## config.mk

```make
export PLATFORM = sky130hd
export DESIGN_NAME = keyword_tokenizer_top
export DESIGN_NICKNAME = d
export VERILOG_FILES = /design/src/sv/kwtok_pkg.sv /design/src/sv/keyword_tokenizer_top.sv
export SDC_FILE = /design/constraint.sdc
export NUM_CORES = 1
export LEC_CHECK = 0
export BUFFER_PORTS_ARGS = -buffer_cell sky130_fd_sc_hd__buf_2
export CORE_MARGIN = 1
export CORE_UTILIZATION = 58
export CTS_BUF_LIST = sky130_fd_sc_hd__clkbuf_8
export CTS_CLUSTER_DIAMETER = 100
export CTS_CLUSTER_SIZE = 16
export DETAILED_ROUTE_END_ITERATION = 10
export PLACE_DENSITY = 0.79
export SLEW_MARGIN = 30
export SYNTH_ARGS = -nofsm -noshare
export SYNTH_HDL_FRONTEND = slang
export SYNTH_SLANG_ARGS = --single-unit
export TNS_END_PERCENT = 50
```

## constraint.sdc

```tcl
create_clock -name clk -period 3.85 [get_ports clk]
set_clock_uncertainty 0.15 [all_clocks]
set_input_delay 0.385 -clock clk [delete_from_list [all_inputs] [get_ports clk]]
set_output_delay 0.385 -clock clk [all_outputs]
set_load 0.05 [all_outputs]
```

## src/sv/kwtok_pkg.sv

```systemverilog
// ---------------------------------------------------------------------------
// kwtok_pkg
// shared types, constants and character-class helpers for the keyword tokenizer
// ---------------------------------------------------------------------------
package kwtok_pkg;

  // width of the wrapping byte counter and of the saturating length counter
  localparam int POS_BITS = 32;
  localparam int LEN_BITS = 16;

  localparam logic [LEN_BITS-1:0] LEN_MAX = {LEN_BITS{1'b1}};

  // number of keyword bytes kept for matching
  localparam int PREFIX_BYTES = 6;

  // result queue geometry
  localparam int QUEUE_DEPTH = 4;
  localparam int QUEUE_PTR_BITS = $clog2(QUEUE_DEPTH);
  localparam int QUEUE_CNT_BITS = $clog2(QUEUE_DEPTH + 1);

  typedef enum logic [3:0] {
    KIND_TYPE    = 4'd0,
    KIND_SELF    = 4'd1,
    KIND_COLOR   = 4'd2,
    KIND_POS     = 4'd3,
    KIND_ENTITY  = 4'd4,
    KIND_NAME    = 4'd5,
    KIND_OPEN    = 4'd6,
    KIND_CLOSE   = 4'd7,
    KIND_COMMA   = 4'd8,
    KIND_COLON   = 4'd9,
    KIND_EQUAL   = 4'd10,
    KIND_NUMBER  = 4'd11,
    KIND_INVALID = 4'd12,
    KIND_EOF     = 4'd13
  } kind_t;

  typedef enum logic [2:0] {
    MODE_IDLE   = 3'b001,
    MODE_WORD   = 3'b010,
    MODE_NUMBER = 3'b100
  } mode_t;

  typedef logic [PREFIX_BYTES-1:0][7:0] prefix_t;

  // one queued token
  typedef struct packed {
    kind_t       kind;
    logic [31:0] start_pos;
    logic [15:0] length;
    logic        last;
  } token_t;

  // keywords, first byte in the low byte, zero padded
  localparam prefix_t KW_TYPE   = {8'h00, 8'h00, "E", "P", "Y", "T"};
  localparam prefix_t KW_SELF   = {8'h00, 8'h00, "F", "L", "E", "S"};
  localparam prefix_t KW_COLOR  = {8'h00, "R", "O", "L", "O", "C"};
  localparam prefix_t KW_POS    = {8'h00, 8'h00, 8'h00, "S", "O", "P"};
  localparam prefix_t KW_ENTITY = {"Y", "T", "I", "T", "N", "E"};

  function automatic logic is_letter(input logic [7:0] c);
    return (c >= "A" && c <= "Z") || (c >= "a" && c <= "z");
  endfunction

  function automatic logic is_digit(input logic [7:0] c);
    return c >= "0" && c <= "9";
  endfunction

  function automatic logic is_space(input logic [7:0] c);
    return c == " " || (c >= 8'd9 && c <= 8'd13);
  endfunction

  // kind of a one-byte token
  function automatic kind_t punct_kind(input logic [7:0] c);
    kind_t k;
    case (c)
      "{", "(": k = KIND_OPEN;
      "}", ")": k = KIND_CLOSE;
      ",":      k = KIND_COMMA;
      ":":      k = KIND_COLON;
      "=":      k = KIND_EQUAL;
      default:  k = KIND_INVALID;
    endcase
    return k;
  endfunction

  // bytes past the word length are zero, so a full compare plus length check suffices
  function automatic kind_t word_kind(input prefix_t p, input logic [LEN_BITS-1:0] len);
    kind_t k;
    if (len == LEN_BITS'(4) && p == KW_TYPE) begin
      k = KIND_TYPE;
    end else if (len == LEN_BITS'(4) && p == KW_SELF) begin
      k = KIND_SELF;
    end else if (len == LEN_BITS'(5) && p == KW_COLOR) begin
      k = KIND_COLOR;
    end else if (len == LEN_BITS'(3) && p == KW_POS) begin
      k = KIND_POS;
    end else if (len == LEN_BITS'(6) && p == KW_ENTITY) begin
      k = KIND_ENTITY;
    end else begin
      k = KIND_NAME;
    end
    return k;
  endfunction

  function automatic logic [31:0] pos_field(input logic [POS_BITS-1:0] p);
    logic [63:0] wide;
    wide = 64'(p);
    return wide[31:0];
  endfunction

  function automatic logic [15:0] len_field(input logic [LEN_BITS-1:0] l);
    logic [31:0] wide;
    wide = 32'(l);
    return wide[15:0];
  endfunction

endpackage

```

## src/sv/keyword_tokenizer_top.sv

```systemverilog
// ---------------------------------------------------------------------------
// keyword_tokenizer_top
// byte-serial lexer: words, keywords, numbers, punctuation and end of text
// ---------------------------------------------------------------------------
//
//   channel  | handshake              | payload
//   ---------+------------------------+----------------------------------------
//   input    | in_valid / in_ready    | ch, is_end
//   output   | out_valid / out_ready  | token_kind, start_pos, token_length, last
//
// one input beat is classified and folded into the scan state in the cycle it
// is accepted; its zero, one or two tokens land in a four-entry result queue
// and leave at one beat per cycle while out_ready is high, the first no earlier than the cycle after acceptance.
// a beat can be taken every cycle while the queue holds two entries or fewer,
// so only beats that make two tokens (flush plus punctuation or eof) need a
// second output beat. synchronous reset empties the queue and returns the scan
// state to idle at position zero. a stalled output holds its head entry.
// ---------------------------------------------------------------------------
module keyword_tokenizer_top (
  input  logic        clk,
  input  logic        rst,
  // input beat
  input  logic        in_valid,
  output logic        in_ready,
  input  logic [7:0]  ch,
  input  logic        is_end,
  // output beat
  output logic        out_valid,
  input  logic        out_ready,
  output logic [3:0]  token_kind,
  output logic [31:0] start_pos,
  output logic [15:0] token_length,
  output logic        last
);

  // scan state
  kwtok_pkg::mode_t                   scan_mode, scan_mode_next;
  logic [kwtok_pkg::POS_BITS-1:0]     byte_position, byte_position_next;
  logic [kwtok_pkg::POS_BITS-1:0]     token_start, token_start_next;
  logic [kwtok_pkg::LEN_BITS-1:0]     run_length, run_length_next;
  kwtok_pkg::prefix_t                 keyword_prefix, keyword_prefix_next;

  // result queue
  kwtok_pkg::token_t                  queue_mem [kwtok_pkg::QUEUE_DEPTH];
  logic [kwtok_pkg::QUEUE_PTR_BITS-1:0] rd_ptr, wr_ptr;
  logic [kwtok_pkg::QUEUE_CNT_BITS-1:0] count;

  logic in_fire, out_fire;

  // per-beat decode
  logic              end_in, letter, digit, space;
  logic              extend_run, pending, flush_hit, second_hit;
  kwtok_pkg::token_t flush_tok, second_tok, tok0, tok1;
  logic [1:0]        n_push;

  // room for a two-token beat regardless of the output side
  assign in_ready = count <= kwtok_pkg::QUEUE_CNT_BITS'(kwtok_pkg::QUEUE_DEPTH - 2);
  assign in_fire  = in_valid && in_ready;
  assign out_valid = count != '0;
  assign out_fire  = out_valid && out_ready;

  always_comb begin
    end_in = is_end || ch == 8'd0;
    letter = kwtok_pkg::is_letter(ch);
    digit  = kwtok_pkg::is_digit(ch);
    space  = kwtok_pkg::is_space(ch);

    // a pending word takes letters and digits, a pending number digits only
    extend_run = !end_in &&
                 ((scan_mode == kwtok_pkg::MODE_WORD && (letter || digit)) ||
                  (scan_mode == kwtok_pkg::MODE_NUMBER && digit));
    pending    = scan_mode != kwtok_pkg::MODE_IDLE;
    flush_hit  = pending && !extend_run;

    flush_tok.kind      = (scan_mode == kwtok_pkg::MODE_WORD)
                          ? kwtok_pkg::word_kind(keyword_prefix, run_length)
                          : kwtok_pkg::KIND_NUMBER;
    flush_tok.start_pos = kwtok_pkg::pos_field(token_start);
    flush_tok.length    = kwtok_pkg::len_field(run_length);
    flush_tok.last      = 1'b0;

    // eof, or a one-byte token for anything that is not space, letter or digit
    second_hit           = end_in || (!extend_run && !space && !letter && !digit);
    second_tok.kind      = end_in ? kwtok_pkg::KIND_EOF : kwtok_pkg::punct_kind(ch);
    second_tok.start_pos = kwtok_pkg::pos_field(byte_position);
    second_tok.length    = end_in ? 16'd0 : 16'd1;
    second_tok.last      = 1'b1;

    // compact the two slots
    if (flush_hit) begin
      tok0      = flush_tok;
      tok0.last = !second_hit;
      tok1      = second_tok;
    end else begin
      tok0 = second_tok;
      tok1 = second_tok;
    end
    n_push = {1'b0, flush_hit} + {1'b0, second_hit};
  end

  // scan state update
  always_comb begin
    scan_mode_next      = scan_mode;
    byte_position_next  = byte_position + kwtok_pkg::POS_BITS'(1);
    token_start_next    = token_start;
    run_length_next     = run_length;
    keyword_prefix_next = keyword_prefix;

    if (end_in) begin
      // new text starts at position zero; the zero byte takes no position
      scan_mode_next     = kwtok_pkg::MODE_IDLE;
      byte_position_next = '0;
      token_start_next   = '0;
      run_length_next    = '0;
    end else if (extend_run) begin
      for (int i = 0; i < kwtok_pkg::PREFIX_BYTES; i++) begin
        if (run_length == kwtok_pkg::LEN_BITS'(i)) begin
          keyword_prefix_next[i] = ch;
        end
      end
      if (run_length != kwtok_pkg::LEN_MAX) begin
        run_length_next = run_length + kwtok_pkg::LEN_BITS'(1);
      end
    end else if (letter || digit) begin
      scan_mode_next      = letter ? kwtok_pkg::MODE_WORD : kwtok_pkg::MODE_NUMBER;
      token_start_next    = byte_position;
      run_length_next     = kwtok_pkg::LEN_BITS'(1);
      keyword_prefix_next = '0;
      keyword_prefix_next[0] = ch;
    end else begin
      scan_mode_next  = kwtok_pkg::MODE_IDLE;
      run_length_next = '0;
    end
  end

  always_ff @(posedge clk) begin
    if (rst) begin
      scan_mode      <= kwtok_pkg::MODE_IDLE;
      byte_position  <= '0;
      token_start    <= '0;
      run_length     <= '0;
      keyword_prefix <= '0;
    end else if (in_fire) begin
      scan_mode      <= scan_mode_next;
      byte_position  <= byte_position_next;
      token_start    <= token_start_next;
      run_length     <= run_length_next;
      keyword_prefix <= keyword_prefix_next;
    end
  end

  // queue pointers and fill count
  always_ff @(posedge clk) begin
    if (rst) begin
      rd_ptr <= '0;
      wr_ptr <= '0;
      count  <= '0;
    end else begin
      if (out_fire) begin
        rd_ptr <= rd_ptr + kwtok_pkg::QUEUE_PTR_BITS'(1);
      end
      if (in_fire) begin
        wr_ptr <= wr_ptr + kwtok_pkg::QUEUE_PTR_BITS'(n_push);
      end
      count <= count
               + (in_fire ? kwtok_pkg::QUEUE_CNT_BITS'(n_push) : '0)
               - (out_fire ? kwtok_pkg::QUEUE_CNT_BITS'(1) : '0);
    end
  end

  // queue storage, payload only
  always_ff @(posedge clk) begin
    if (in_fire && n_push != 2'd0) begin
      queue_mem[wr_ptr] <= tok0;
    end
    if (in_fire && n_push == 2'd2) begin
      queue_mem[wr_ptr + kwtok_pkg::QUEUE_PTR_BITS'(1)] <= tok1;
    end
  end

  assign token_kind   = queue_mem[rd_ptr].kind;
  assign start_pos    = queue_mem[rd_ptr].start_pos;
  assign token_length = queue_mem[rd_ptr].length;
  assign last         = queue_mem[rd_ptr].last;

endmodule
```

==> results of run 1 <==
[through the flow]
| step | std cells | setup TNS [ps] | total power, mW | setup WS [ps] | hold WS [ps] |
|---|---|---|---|---|---|
| final | 1741 | 0 | 8.26 | 192 | 79.5 |
| after detailed placement | 1696 | 0 | 6.61 | 197 | 309 |
| after global placement | 1696 | 0 | 6.57 | 301 | 306 |
| after floorplan | 1364 | -991 | 5.96 | -26.8 | 293 |
| after global routing | 1741 | 0 | 8.56 | 42.9 | 90.2 |
| after CTS | 1741 | 0 | 8.32 | 260 | 55.4 |
[per-layer routing]
metal	part of all wire (%)	vias up
met5	0	-
met4	2.8	0
met3	6.0	81
met2	50	445
met1	41	5758
li1	-	5287
[cell type report]
type,instances,share of cell area (%)
clock buffers,25,2.01
clock inverters,15,0.352
inverters,17,0.396
multi-input cells,865,39.2
flip-flops and latches,352,50.0
well taps,335,2.45
repair buffers,132,5.63
[critical path, delay by kind of cell]
family	cells	cell delay (ps)
and+or+nand+nor	5	1480
buffers and inverters	4	1030
AOI/OAI and AO/OA	4	790
adders and majority gates	1	230
[power groups by stage]
| stage | Combinational, mW | Sequential, mW | Clock (mW) |
|---|---|---|---|
| CTS | 2.19 | 4.33 | 1.79 |
| global route | 2.28 | 4.36 | 1.92 |
| detailed placement | 2.19 | 4.42 | 0 |
| floorplan | 1.73 | 4.23 | 0 |
| finish | 2.19 | 4.32 | 1.75 |
| global placement | 2.17 | 4.40 | 0 |
[cell usage after synthesis (all sizes together) (3+ instances only)]
library cell / number
xnor2: 13
nor2b: 3
ha: 11
buf: 48
mux4: 53
and4: 8
nand3b: 8
edfxtp: 148
nor4bb: 4
nor4: 17
xor2: 26
or2: 5
a21oi: 70
nor3b: 15
mux2i: 7
nand2: 76
a31oi: 3
a211oi: 3
a21o: 7
dfxtp: 204
and2: 18
clkbuf: 82
o211ai: 4
or3b: 3
inv: 17
a22o: 223
and3: 6
nand2b: 7
o32ai: 8
nand4b: 3
nand4: 29
nor2: 82
nor3: 16
or4: 3
or3: 11
o21ai: 58
nand3: 33
o22ai: 9
[sequential cells by signal, summed over array words and instances, names as in the netlist, named ones only]
register        flops
wr_ptr              2
byte_position      32
scan_mode           3
keyword_prefix     48
rd_ptr              2
count               3
run_length         16
queue_mem         212
token_start        32
[path summary, 6_finish.rpt]
check                                          to  slack (ps)  cells past startpoint
setup / recovery       queue_mem[3][34]$_DFFE_PP_         190                     14
hold / removal     keyword_prefix[6]$_SDFFE_PP0P_          80                      4
setup reg to reg              count[2]$_SDFF_PP0_         580                     14
hold reg to reg   keyword_prefix[31]$_SDFFE_PP0P_         330                      1
[logic make-up (layout without fill, tap and decap cells)]
logic type               after synthesis  after routing  synth area share [%]
AND/OR/NAND/NOR                      354            354                  12.0
XOR/XNOR                              39             39                  2.17
flip-flops                           352            352                  54.1
multiplexers                          60             60                  8.01
adder cells (fa/ha/maj)               12             12                  1.00
buffers and inverters                147            189                  3.87
AO/OA/AOI/OAI                        400            400                  18.9
[what timing repair did]
item                                    CTS  global route
hold endpoints to repair                  8             0
hold buffers                              5             0
endpoints found under the setup margin    0             0
==> results by group, run 1 <==
Power and ir drop
  – Comb power frac: 26.5%
  – Total leakage power: 5.85 nW
  – PwrDens: 484 mW/mm2
  – Sw Pwr: 2.85 mW
  – VDD IR max: 0.303 mV
  – Clock network fraction of total power: 21.2%
  – Internal Power: 5.41 mW
  – Flop pwr share: 52.3%
  – Sw frac: 34.5%

Finish
  – Final Util: 64.8%
  – Final net count: 1,418
  – FF+latch area: 0.00853 mm2
  – Fin area: 0.0171 mm2
  – Ant diodes: 0
  – Area used by multi-input combinational logic: 0.00670 mm2
  – Share of cells above drive strength 1: 16.7%
  – Fillers: 2,013
  – Most frequent cells in the layout: a22o_1 (223), dfxtp_1 (202), edfxtp_1 (148)
  – Commonest non-fill, non-tap cell in the layout: a22o_1
  – Synth-to-layout area growth: 8.30%

Synth
  – Net Count, Synth: 1,389
  – Dominant synthesized flop cell: dfxtp_1
  – Seq cells post-synth: 352
  – Post-synth EDFFs: 148
  – Avg Inst Size Synth: 11.6 um2
  – Yosys cell types: 68
  – Synth async-reset ratio: 0%
  – Top-area cell type share of the netlist area: 28.2%
  – Cells after Synth: 1,364
  – Mapped Area: 0.0158 mm2
  – Part of the Yosys area used for sequential elements: 54.1%
  – Dominant cells by area after synthesis: edfxtp_1 (28%), dfxtp_1 (26%), a22o_1 (12%), mux4_2 (7.6%), a21oi_1 (2.1%)
  – Cell taking the most area after synthesis: edfxtp_1
  – Number of synthesis warnings: 0

Die
  – Core box area: 0.0264 mm2
  – Row Count: 59
  – Die ar.: 0.0279 mm2
  – IO Count: 68
  – Initial Util: 59.8%
  – DIE WIDTH: 167 um
  – Chip Height: 167 um

Routing
  – Detailed Routing Iterations Pass 1: 5
  – Antenna-violating nets left: 0
  – Total Wirelength: 38,800 um
  – Via count: 11,571
  – DR iter-0 viols: 1,151
  – Avg Vias per Cell: 6.65
  – DR WL/cell: 22.3 um
  – DRC Markers: 0

Clocking
  – # H-tree levels: 1
  – Setup bufs post-CTS: 0
  – Clock latency on the worst-skew pair: 600 ps
  – CTS root buffer: clkbuf_8
  – Worst-path clk slew: 100 ps
  – Total CTS buffers: 25
  – Longest Clk Path Bufs: 3
  – Post-CTS sizing: 0
  – CTS tree: done
  – Clk sink count: 352

Flow run
  – Max-cap viol count: 0

Worst setup path
  – Max stage delay on crit path: 530 ps
  – Worst setup EP type: flip-flop
  – Kind of critical path: in2reg
  – CP Launch Type: input pin
  – CP Launch Point: ch[2]
  – CP arrival: 3960 ps
  – Slowest-stage cell, CP: dlygate4sd3_1
  – Worst Path Required: 4150 ps
  – Crit-path max FO: 30
  – RR Startpoint: scan_mode[1]$_SDFFE_PP0P_
  – Crit-path cells: dlygate4sd3_1 -> buf_2 -> nor4_2 -> a21oi_1 -> o211a_2 -> nor2_4 -> inv_2 -> ha_1 -> nand2b_1 -> or2_2 -> and2_1 -> a21oi_2 -> buf_12 -> a22o_1

Global routing
  – GR Util met2: 48.2%
  – Most Crowded Layer GR: met2
  – Global-route wire length before repair: 61,800 um
  – Vias in the first global route: 11,319
  – Met3 usage: 3.14%
  – Gr ovfl total: 0
  – GRT Total Usage: 27.9%
  – Initial antenna violation count: 0
  – Largest net degree at the start of global routing: 60
  – Routing usage on met1: 36.6%

Hold path
  – Hold path start: ch[6]
  – Worst hold path type: in2reg

STA
  – Final Hold Vio Count: 0
  – Tcrit/Tclk final: 95.0%
  – Post-route minimum period: 3660 ps
  – RSZ-0062 raised after global routing: false
  – Least-Margin Pin Slew: 919 ps
  – Worst rel slew slack: 38.4%
  – Max-slew violations: 0
  – Highest Clock Rate: 273 MHz
  – Endpoints failing setup: 0

Placement
  – Post-DP HPWL: 24,700 um
  – GP Congestion: 0.943
  – Placed inst area: 0.0166 mm2
  – I/O Buffers: 67

Outcome
  – Status: complete, no violations
Power figures use the tool's default switching activity.
==> run 2: changes to the inputs <==
--- a/config.mk
+++ b/config.mk
@@ -12,7 +12,9 @@
 export CTS_CLUSTER_DIAMETER = 100
 export CTS_CLUSTER_SIZE = 16
 export DETAILED_ROUTE_END_ITERATION = 10
+export GPL_TIMING_DRIVEN = 0
 export PLACE_DENSITY = 0.79
+export RECOVER_POWER = 25
 export SLEW_MARGIN = 30
 export SYNTH_ARGS = -nofsm -noshare
 export SYNTH_HDL_FRONTEND = slang
==> run 2 against run 1 <==
  * Routed wire length is 7.3% higher
  * Sequential power fell by 3%
  * Core utilization rose by 0.062 points
  * Sequential share of layout area down 0.077 points
  * Largest cell class unchanged
  * Highest routed layer unchanged
==> results by group, run 2 (synthesis gave the netlist of run 1 again) <==
Worst setup path
  – CP Buf/Inv Count: 4
  – Worst Path Required: 4040 ps
  – Max stage delay on crit path: 410 ps
  – CP Launch Type: flip-flop
  – Worst setup EP type: flip-flop
  – CP arrival: 3970 ps
  – Crit-path cells: nor3b_4 -> a31o_2 -> o211a_2 -> nor2_4 -> inv_2 -> ha_1 -> nand2b_1 -> or3_1 -> clkbuf_1 -> and2_1 -> buf_2 -> a21oi_4 -> buf_4 -> a22o_1
  – Crit-path max FO: 10
  – CP top delay family: buffers and inverters
  – Slowest-stage cell, CP: dfxtp_1
  – Kind of critical path: reg2reg

Placement
  – GP Congestion: 0.920
  – Setup WS pre-CTS: -1060 ps
  – Post-DP HPWL: 27,800 um
  – I/O Buffers: 67

Global routing
  – Vias in the first global route: 11,808
  – Global-route wire length before repair: 64,600 um
  – Largest net degree at the start of global routing: 40
  – Initial antenna violation count: 0
  – Gr ovfl total: 0
  – GRT Total Usage: 29.8%

Die
  – Die ar.: 0.0279 mm2
  – DIE WIDTH: 167 um
  – Row Count: 59
  – Initial Util: 59.8%
  – IO Count: 68
  – Chip Height: 167 um
  – Core box area: 0.0264 mm2

STA
  – Post-route minimum period: 3780 ps
  – Tcrit/Tclk final: 98.2%
  – Max-slew violations: 0
  – Worst rel slew slack: 31.7%
  – Least-Margin Pin Slew: 1020 ps
  – Highest Clock Rate: 264 MHz
  – Endpoints failing setup: 0
  – Final Hold Vio Count: 0
  – Worst hold slack: 88.1 ps
  – Final setup margin: 67.9 ps
  – Setup Total Neg Slack: 0 ps

Clocking
  – # H-tree levels: 1
  – Longest Clk Path Bufs: 3
  – Total CTS buffers: 25
  – CTS root buffer: clkbuf_8
  – Worst-path clk slew: 110 ps
  – CTS tree: done
  – Clk sink count: 352
  – Clock latency on the worst-skew pair: 590 ps

Routing
  – Detailed Routing Iterations Pass 1: 6
  – Total Wirelength: 41,600 um
  – DR WL/cell: 23.0 um
  – Via count: 12,165
  – Avg Vias per Cell: 6.72
  – DR iter-0 viols: 1,389
  – Antenna-violating nets left: 0
  – DRC Markers: 0

Hold path
  – Worst hold path type: in2reg

Finish
  – Synth-to-layout area growth: 8.40%
  – Commonest non-fill, non-tap cell in the layout: a22o_1
  – Max FFs per register: 212
  – Most frequent cells in the layout: a22o_1 (223), dfxtp_1 (204), edfxtp_1 (148)
  – Share of cells above drive strength 1: 15.8%
  – Biggest register: queue_mem
  – Final net count: 1,487
  – FF+latch area: 0.00853 mm2
  – Biggest regs: queue_mem x212, keyword_prefix x48
  – Ant diodes: 0
  – Area used by multi-input combinational logic: 0.00670 mm2
  – Fillers: 1,997

Outcome
  – Status: complete, no violations

Power and ir drop
  – PnR Total Power: 8.30 mW
  – PwrDens: 486 mW/mm2
  – Total leakage power: 5.90 nW
  – VDD IR max: 0.338 mV

Flow run
  – Max-cap viol count: 0
## run 2: timing repair
| item | 4_1_cts | 5_1_grt |
|---|---|---|
| hold buffers | 1 | 0 |
| setup endpoints to repair | 322 | 231 |
| pin swaps | 0 | 1 |
| setup buffers | 4 | 2 |
| gates resized for setup | 14 | 12 |
| hold endpoints to repair | 1 | 0 |
## run 2: through the flow
| step | utilization (%) | cell area [um2] | cells |
|---|---|---|---|
| after CTS | 64.7 | 17100 | 1811 |
| final | 64.9 | 17100 | 1811 |
| after detailed placement | 62.9 | 16600 | 1767 |
| after global routing | 64.9 | 17100 | 1811 |
| after global placement | 62.7 | 16500 | 1766 |
| after floorplan | - | 15800 | 1364 |
## run 2: layout make-up
class,instances,area share (%)
multi-input combinational,865,39.2
inverter,17,0.454
timing repair buffer,75,2.43
tap,335,2.45
clock buffer,25,2.01
clock inverter,16,0.351
buffer,126,3.25
sequential,352,49.9
## run 2: worst register-to-register path: cells and delay by family, from the launching register on
family,cells,cell delay [ps]
buffers and inverters,4,1040
AO/OA/AOI/OAI,4,870
AND/OR/NAND/NOR,5,850
flip-flops,1,410
adder cells (fa/ha/maj),1,210
## run 2: report_power, final
part / internal (mW) / switching (mW) / leakage [nW]
combinational: 0.668 / 1.71 / 2.66
clock: 0.604 / 1.15 / 0.265
sequential: 4.10 / 0.0781 / 2.97
## run 2: per-layer routing
| layer | GRT usage (%) | vias to the layer above | wire length (um) |
|---|---|---|---|
| met5 | 0 | - | 0 |
| met4 | 13.1 | 0 | 1610 |
| met1 | 39.1 | 5973 | 16400 |
| met2 | 49.7 | 653 | 19900 |
| li1 | - | 5427 | - |
| met3 | 3.94 | 112 | 3710 |
## run 2: worst paths after layout
check	from	to	slack [ps]	cells after the start
worst max register to register	scan_mode[1]$_SDFFE_PP0P_	queue_mem[1][41]$_DFFE_PP_	70	14
worst max-delay path	scan_mode[1]$_SDFFE_PP0P_	queue_mem[1][41]$_DFFE_PP_	70	14
worst min-delay path	ch[3]	keyword_prefix[3]$_SDFFE_PP0P_	90	4
worst min register to register	keyword_prefix[31]$_SDFFE_PP0P_	keyword_prefix[31]$_SDFFE_PP0P_	330	1
==> run 3: changes to the inputs <==
==> constraint.sdc (replaced) <==
create_clock -name clk -period 3.85 [get_ports clk]
set_clock_uncertainty 0.15 [all_clocks]
set_input_delay 1.155 -clock clk [delete_from_list [all_inputs] [get_ports clk]]
set_output_delay 1.155 -clock clk [all_outputs]
set_load 0.05 [all_outputs]
==> run 3 against run 2 <==
  * Fmax up 0.47%
  * Routed wire length increased by 2.4%
  * Global-route usage rose by 0.71 points
  * Flip-flop and latch count did not move
  * Via count up 0.76%
  * Non-clock buffer count grew 26
  * Clock power about the same
  * Total power grew 2.4%
  * Final cell count rose by 1.4%
  * Register-to-register slack gained 80 ps
  * Sequential share of layout area shrank 1.7 points
  * Core utilization up 2.3 points
  * Critical path type is now in2reg
  * Largest power group unchanged
==> results by group, run 3 (synthesis gave the netlist of run 1 again) <==
STA
  – Setup Total Neg Slack: 0 ps
  – Worst rel slew slack: 29.9%
  – Endpoints failing setup: 0
  – Highest Clock Rate: 266 MHz
  – Final setup margin: 85.5 ps
  – Final Hold Vio Count: 0
  – Tcrit/Tclk final: 97.8%
  – Least-Margin Pin Slew: 1040 ps
  – Max-slew violations: 0
  – Worst hold slack: 332 ps
  – Post-route minimum period: 3760 ps

Clocking
  – # H-tree levels: 1
  – CTS root buffer: clkbuf_8
  – # hold bufs at CTS: 0
  – Longest Clk Path Bufs: 3
  – Worst-path clk slew: 100 ps
  – CTS tree: done
  – Clock latency on the worst-skew pair: 630 ps
  – Clk sink count: 352
  – Total CTS buffers: 25

Routing
  – Detailed Routing Iterations Pass 1: 5
  – DR iter-0 viols: 1,377
  – Antenna-violating nets left: 0
  – Avg Vias per Cell: 6.67
  – DRC Markers: 0
  – Via count: 12,258
  – Total Wirelength: 42,600 um
  – DR WL/cell: 23.2 um

Die
  – Core box area: 0.0264 mm2
  – Initial Util: 59.8%
  – DIE WIDTH: 167 um
  – Chip Height: 167 um
  – Die ar.: 0.0279 mm2
  – Row Count: 59
  – IO Count: 68

Finish
  – Commonest non-fill, non-tap cell in the layout: a22o_1
  – Biggest regs: queue_mem x212, keyword_prefix x48
  – Non-filler cells, final: 1,837
  – Most frequent cells in the layout: a22o_1 (223), dfxtp_1 (202), edfxtp_1 (148)
  – Fin area: 0.0177 mm2
  – Final Util: 67.2%
  – Share of cells above drive strength 1: 18.7%
  – Final net count: 1,513
  – Max FFs per register: 212
  – Ant diodes: 0
  – Synth-to-layout area growth: 12.3%
  – Biggest register: queue_mem

Flow run
  – Max-cap viol count: 0

Placement
  – Setup WS pre-CTS: -1100 ps
  – I/O Buffers: 67
  – Dpl cells: 1,771
  – Post-DP HPWL: 28,500 um
  – Placed inst area: 0.0169 mm2
  – GP Congestion: 0.934

Power and ir drop
  – Total leakage power: 6.15 nW
  – PnR Total Power: 8.50 mW
  – VDD IR max: 0.293 mV
  – PwrDens: 480 mW/mm2

Worst setup path
  – CP arrival: 4080 ps
  – Worst setup EP type: flip-flop
  – CP Launch Type: input pin
  – Crit-path max FO: 10
  – RR Startpoint: scan_mode[1]$_SDFFE_PP0P_
  – Kind of critical path: in2reg
  – Flop2flop setup slack: 150 ps
  – Worst Path Required: 4170 ps
  – Worst r2r dst: queue_mem[0][26]$_DFFE_PP_
  – R2R depth: 11
  – CP Launch Point: ch[7]

Global routing
  – Most Crowded Layer GR: met2
  – GR Util met2: 48.6%
  – Global-route wire length before repair: 65,900 um
  – GRT Total Usage: 30.5%
  – Routing usage on met1: 41.2%
  – Met3 usage: 6.23%
  – Gr ovfl total: 0
  – Largest net degree at the start of global routing: 25
  – Initial antenna violation count: 0
  – Vias in the first global route: 11,698

Hold path
  – Worst hold path type: reg2reg
  – Worst Hold Depth: 1
  – Hold path endpoint: keyword_prefix[39]$_SDFFE_PP0P_
  – Hold path start: keyword_prefix[39]$_SDFFE_PP0P_

Outcome
  – Status: complete, no violations
## run 3: cell count changes in the layout (fill, tap and decap cells not counted), moves of 3 or more
cell,before,now
buf_8,0,3
clkbuf_2,13,7
buf_6,0,5
clkinvlp_4,1,4
buf_12,0,5
clkbuf_8,25,30
nor4_4,0,3
buf_2,97,84
and2_0,2,8
buf_4,13,33
a21oi_1,66,63
clkbuf_4,0,9
and2_1,15,8
clkbuf_1,70,65
## run 3: worst max-delay path: stages
cell       delay [ps]
buf_2             130
and4bb_1          290
and2_0            160
buf_4             160
o211a_4           240
nor2_4            180
ha_2              210
clkbuf_8          160
or3b_4            390
buf_4             180
a21oi_4           260
buf_6             160
bufbuf_16         260
a22o_1            130
## run 3: cell type report
class / instances / area, um2
plain buffers: 126 / 706
clock buffers: 25 / 344
clock inverters: 16 / 67.6
fillers: 1899 / 8640
inverters: 17 / 81.3
multi-input cells: 865 / 6850
flip-flops and latches: 352 / 8530
well taps: 335 / 419
repair buffers: 101 / 718
## run 3: power by group
group          internal (mW)  switching, mW  leakage [nW]
registers               4.10          0.113          2.97
logic                  0.795           1.70          2.91
clock network          0.610           1.18         0.266
total                   5.50           3.00          6.15
## run 3: timing repair
item | 4_1_cts | 5_1_grt
pin swaps | 11 | 5
gates cloned | 2 | 0
resized for setup | 53 | 16
setup endpoints to repair | 338 | 154
buffers inserted | 19 | 9
## run 3: metal layers
metal | up-vias | share of wire (%) | wire length, um
li1 | 5485 | - | -
met1 | 5976 | 40 | 17200
met2 | 686 | 46 | 19600
met3 | 111 | 10 | 4290
met4 | 0 | 3.6 | 1520
met5 | - | 0 | 0
## run 3: how the worst max path moves through the flow
stage                     depth (start not counted)                    endpoint  slack (ps)
after floorplan                                  14  queue_mem[3][51]$_DFFE_PP_        -280
after global placement                           13  queue_mem[3][51]$_DFFE_PP_       -1430
after detailed placement                         14  queue_mem[2][32]$_DFFE_PP_       -1100
after CTS                                        16  queue_mem[3][51]$_DFFE_PP_         -60
after global routing                             15  queue_mem[3][32]$_DFFE_PP_         -30
final                                            14  queue_mem[3][42]$_DFFE_PP_          90
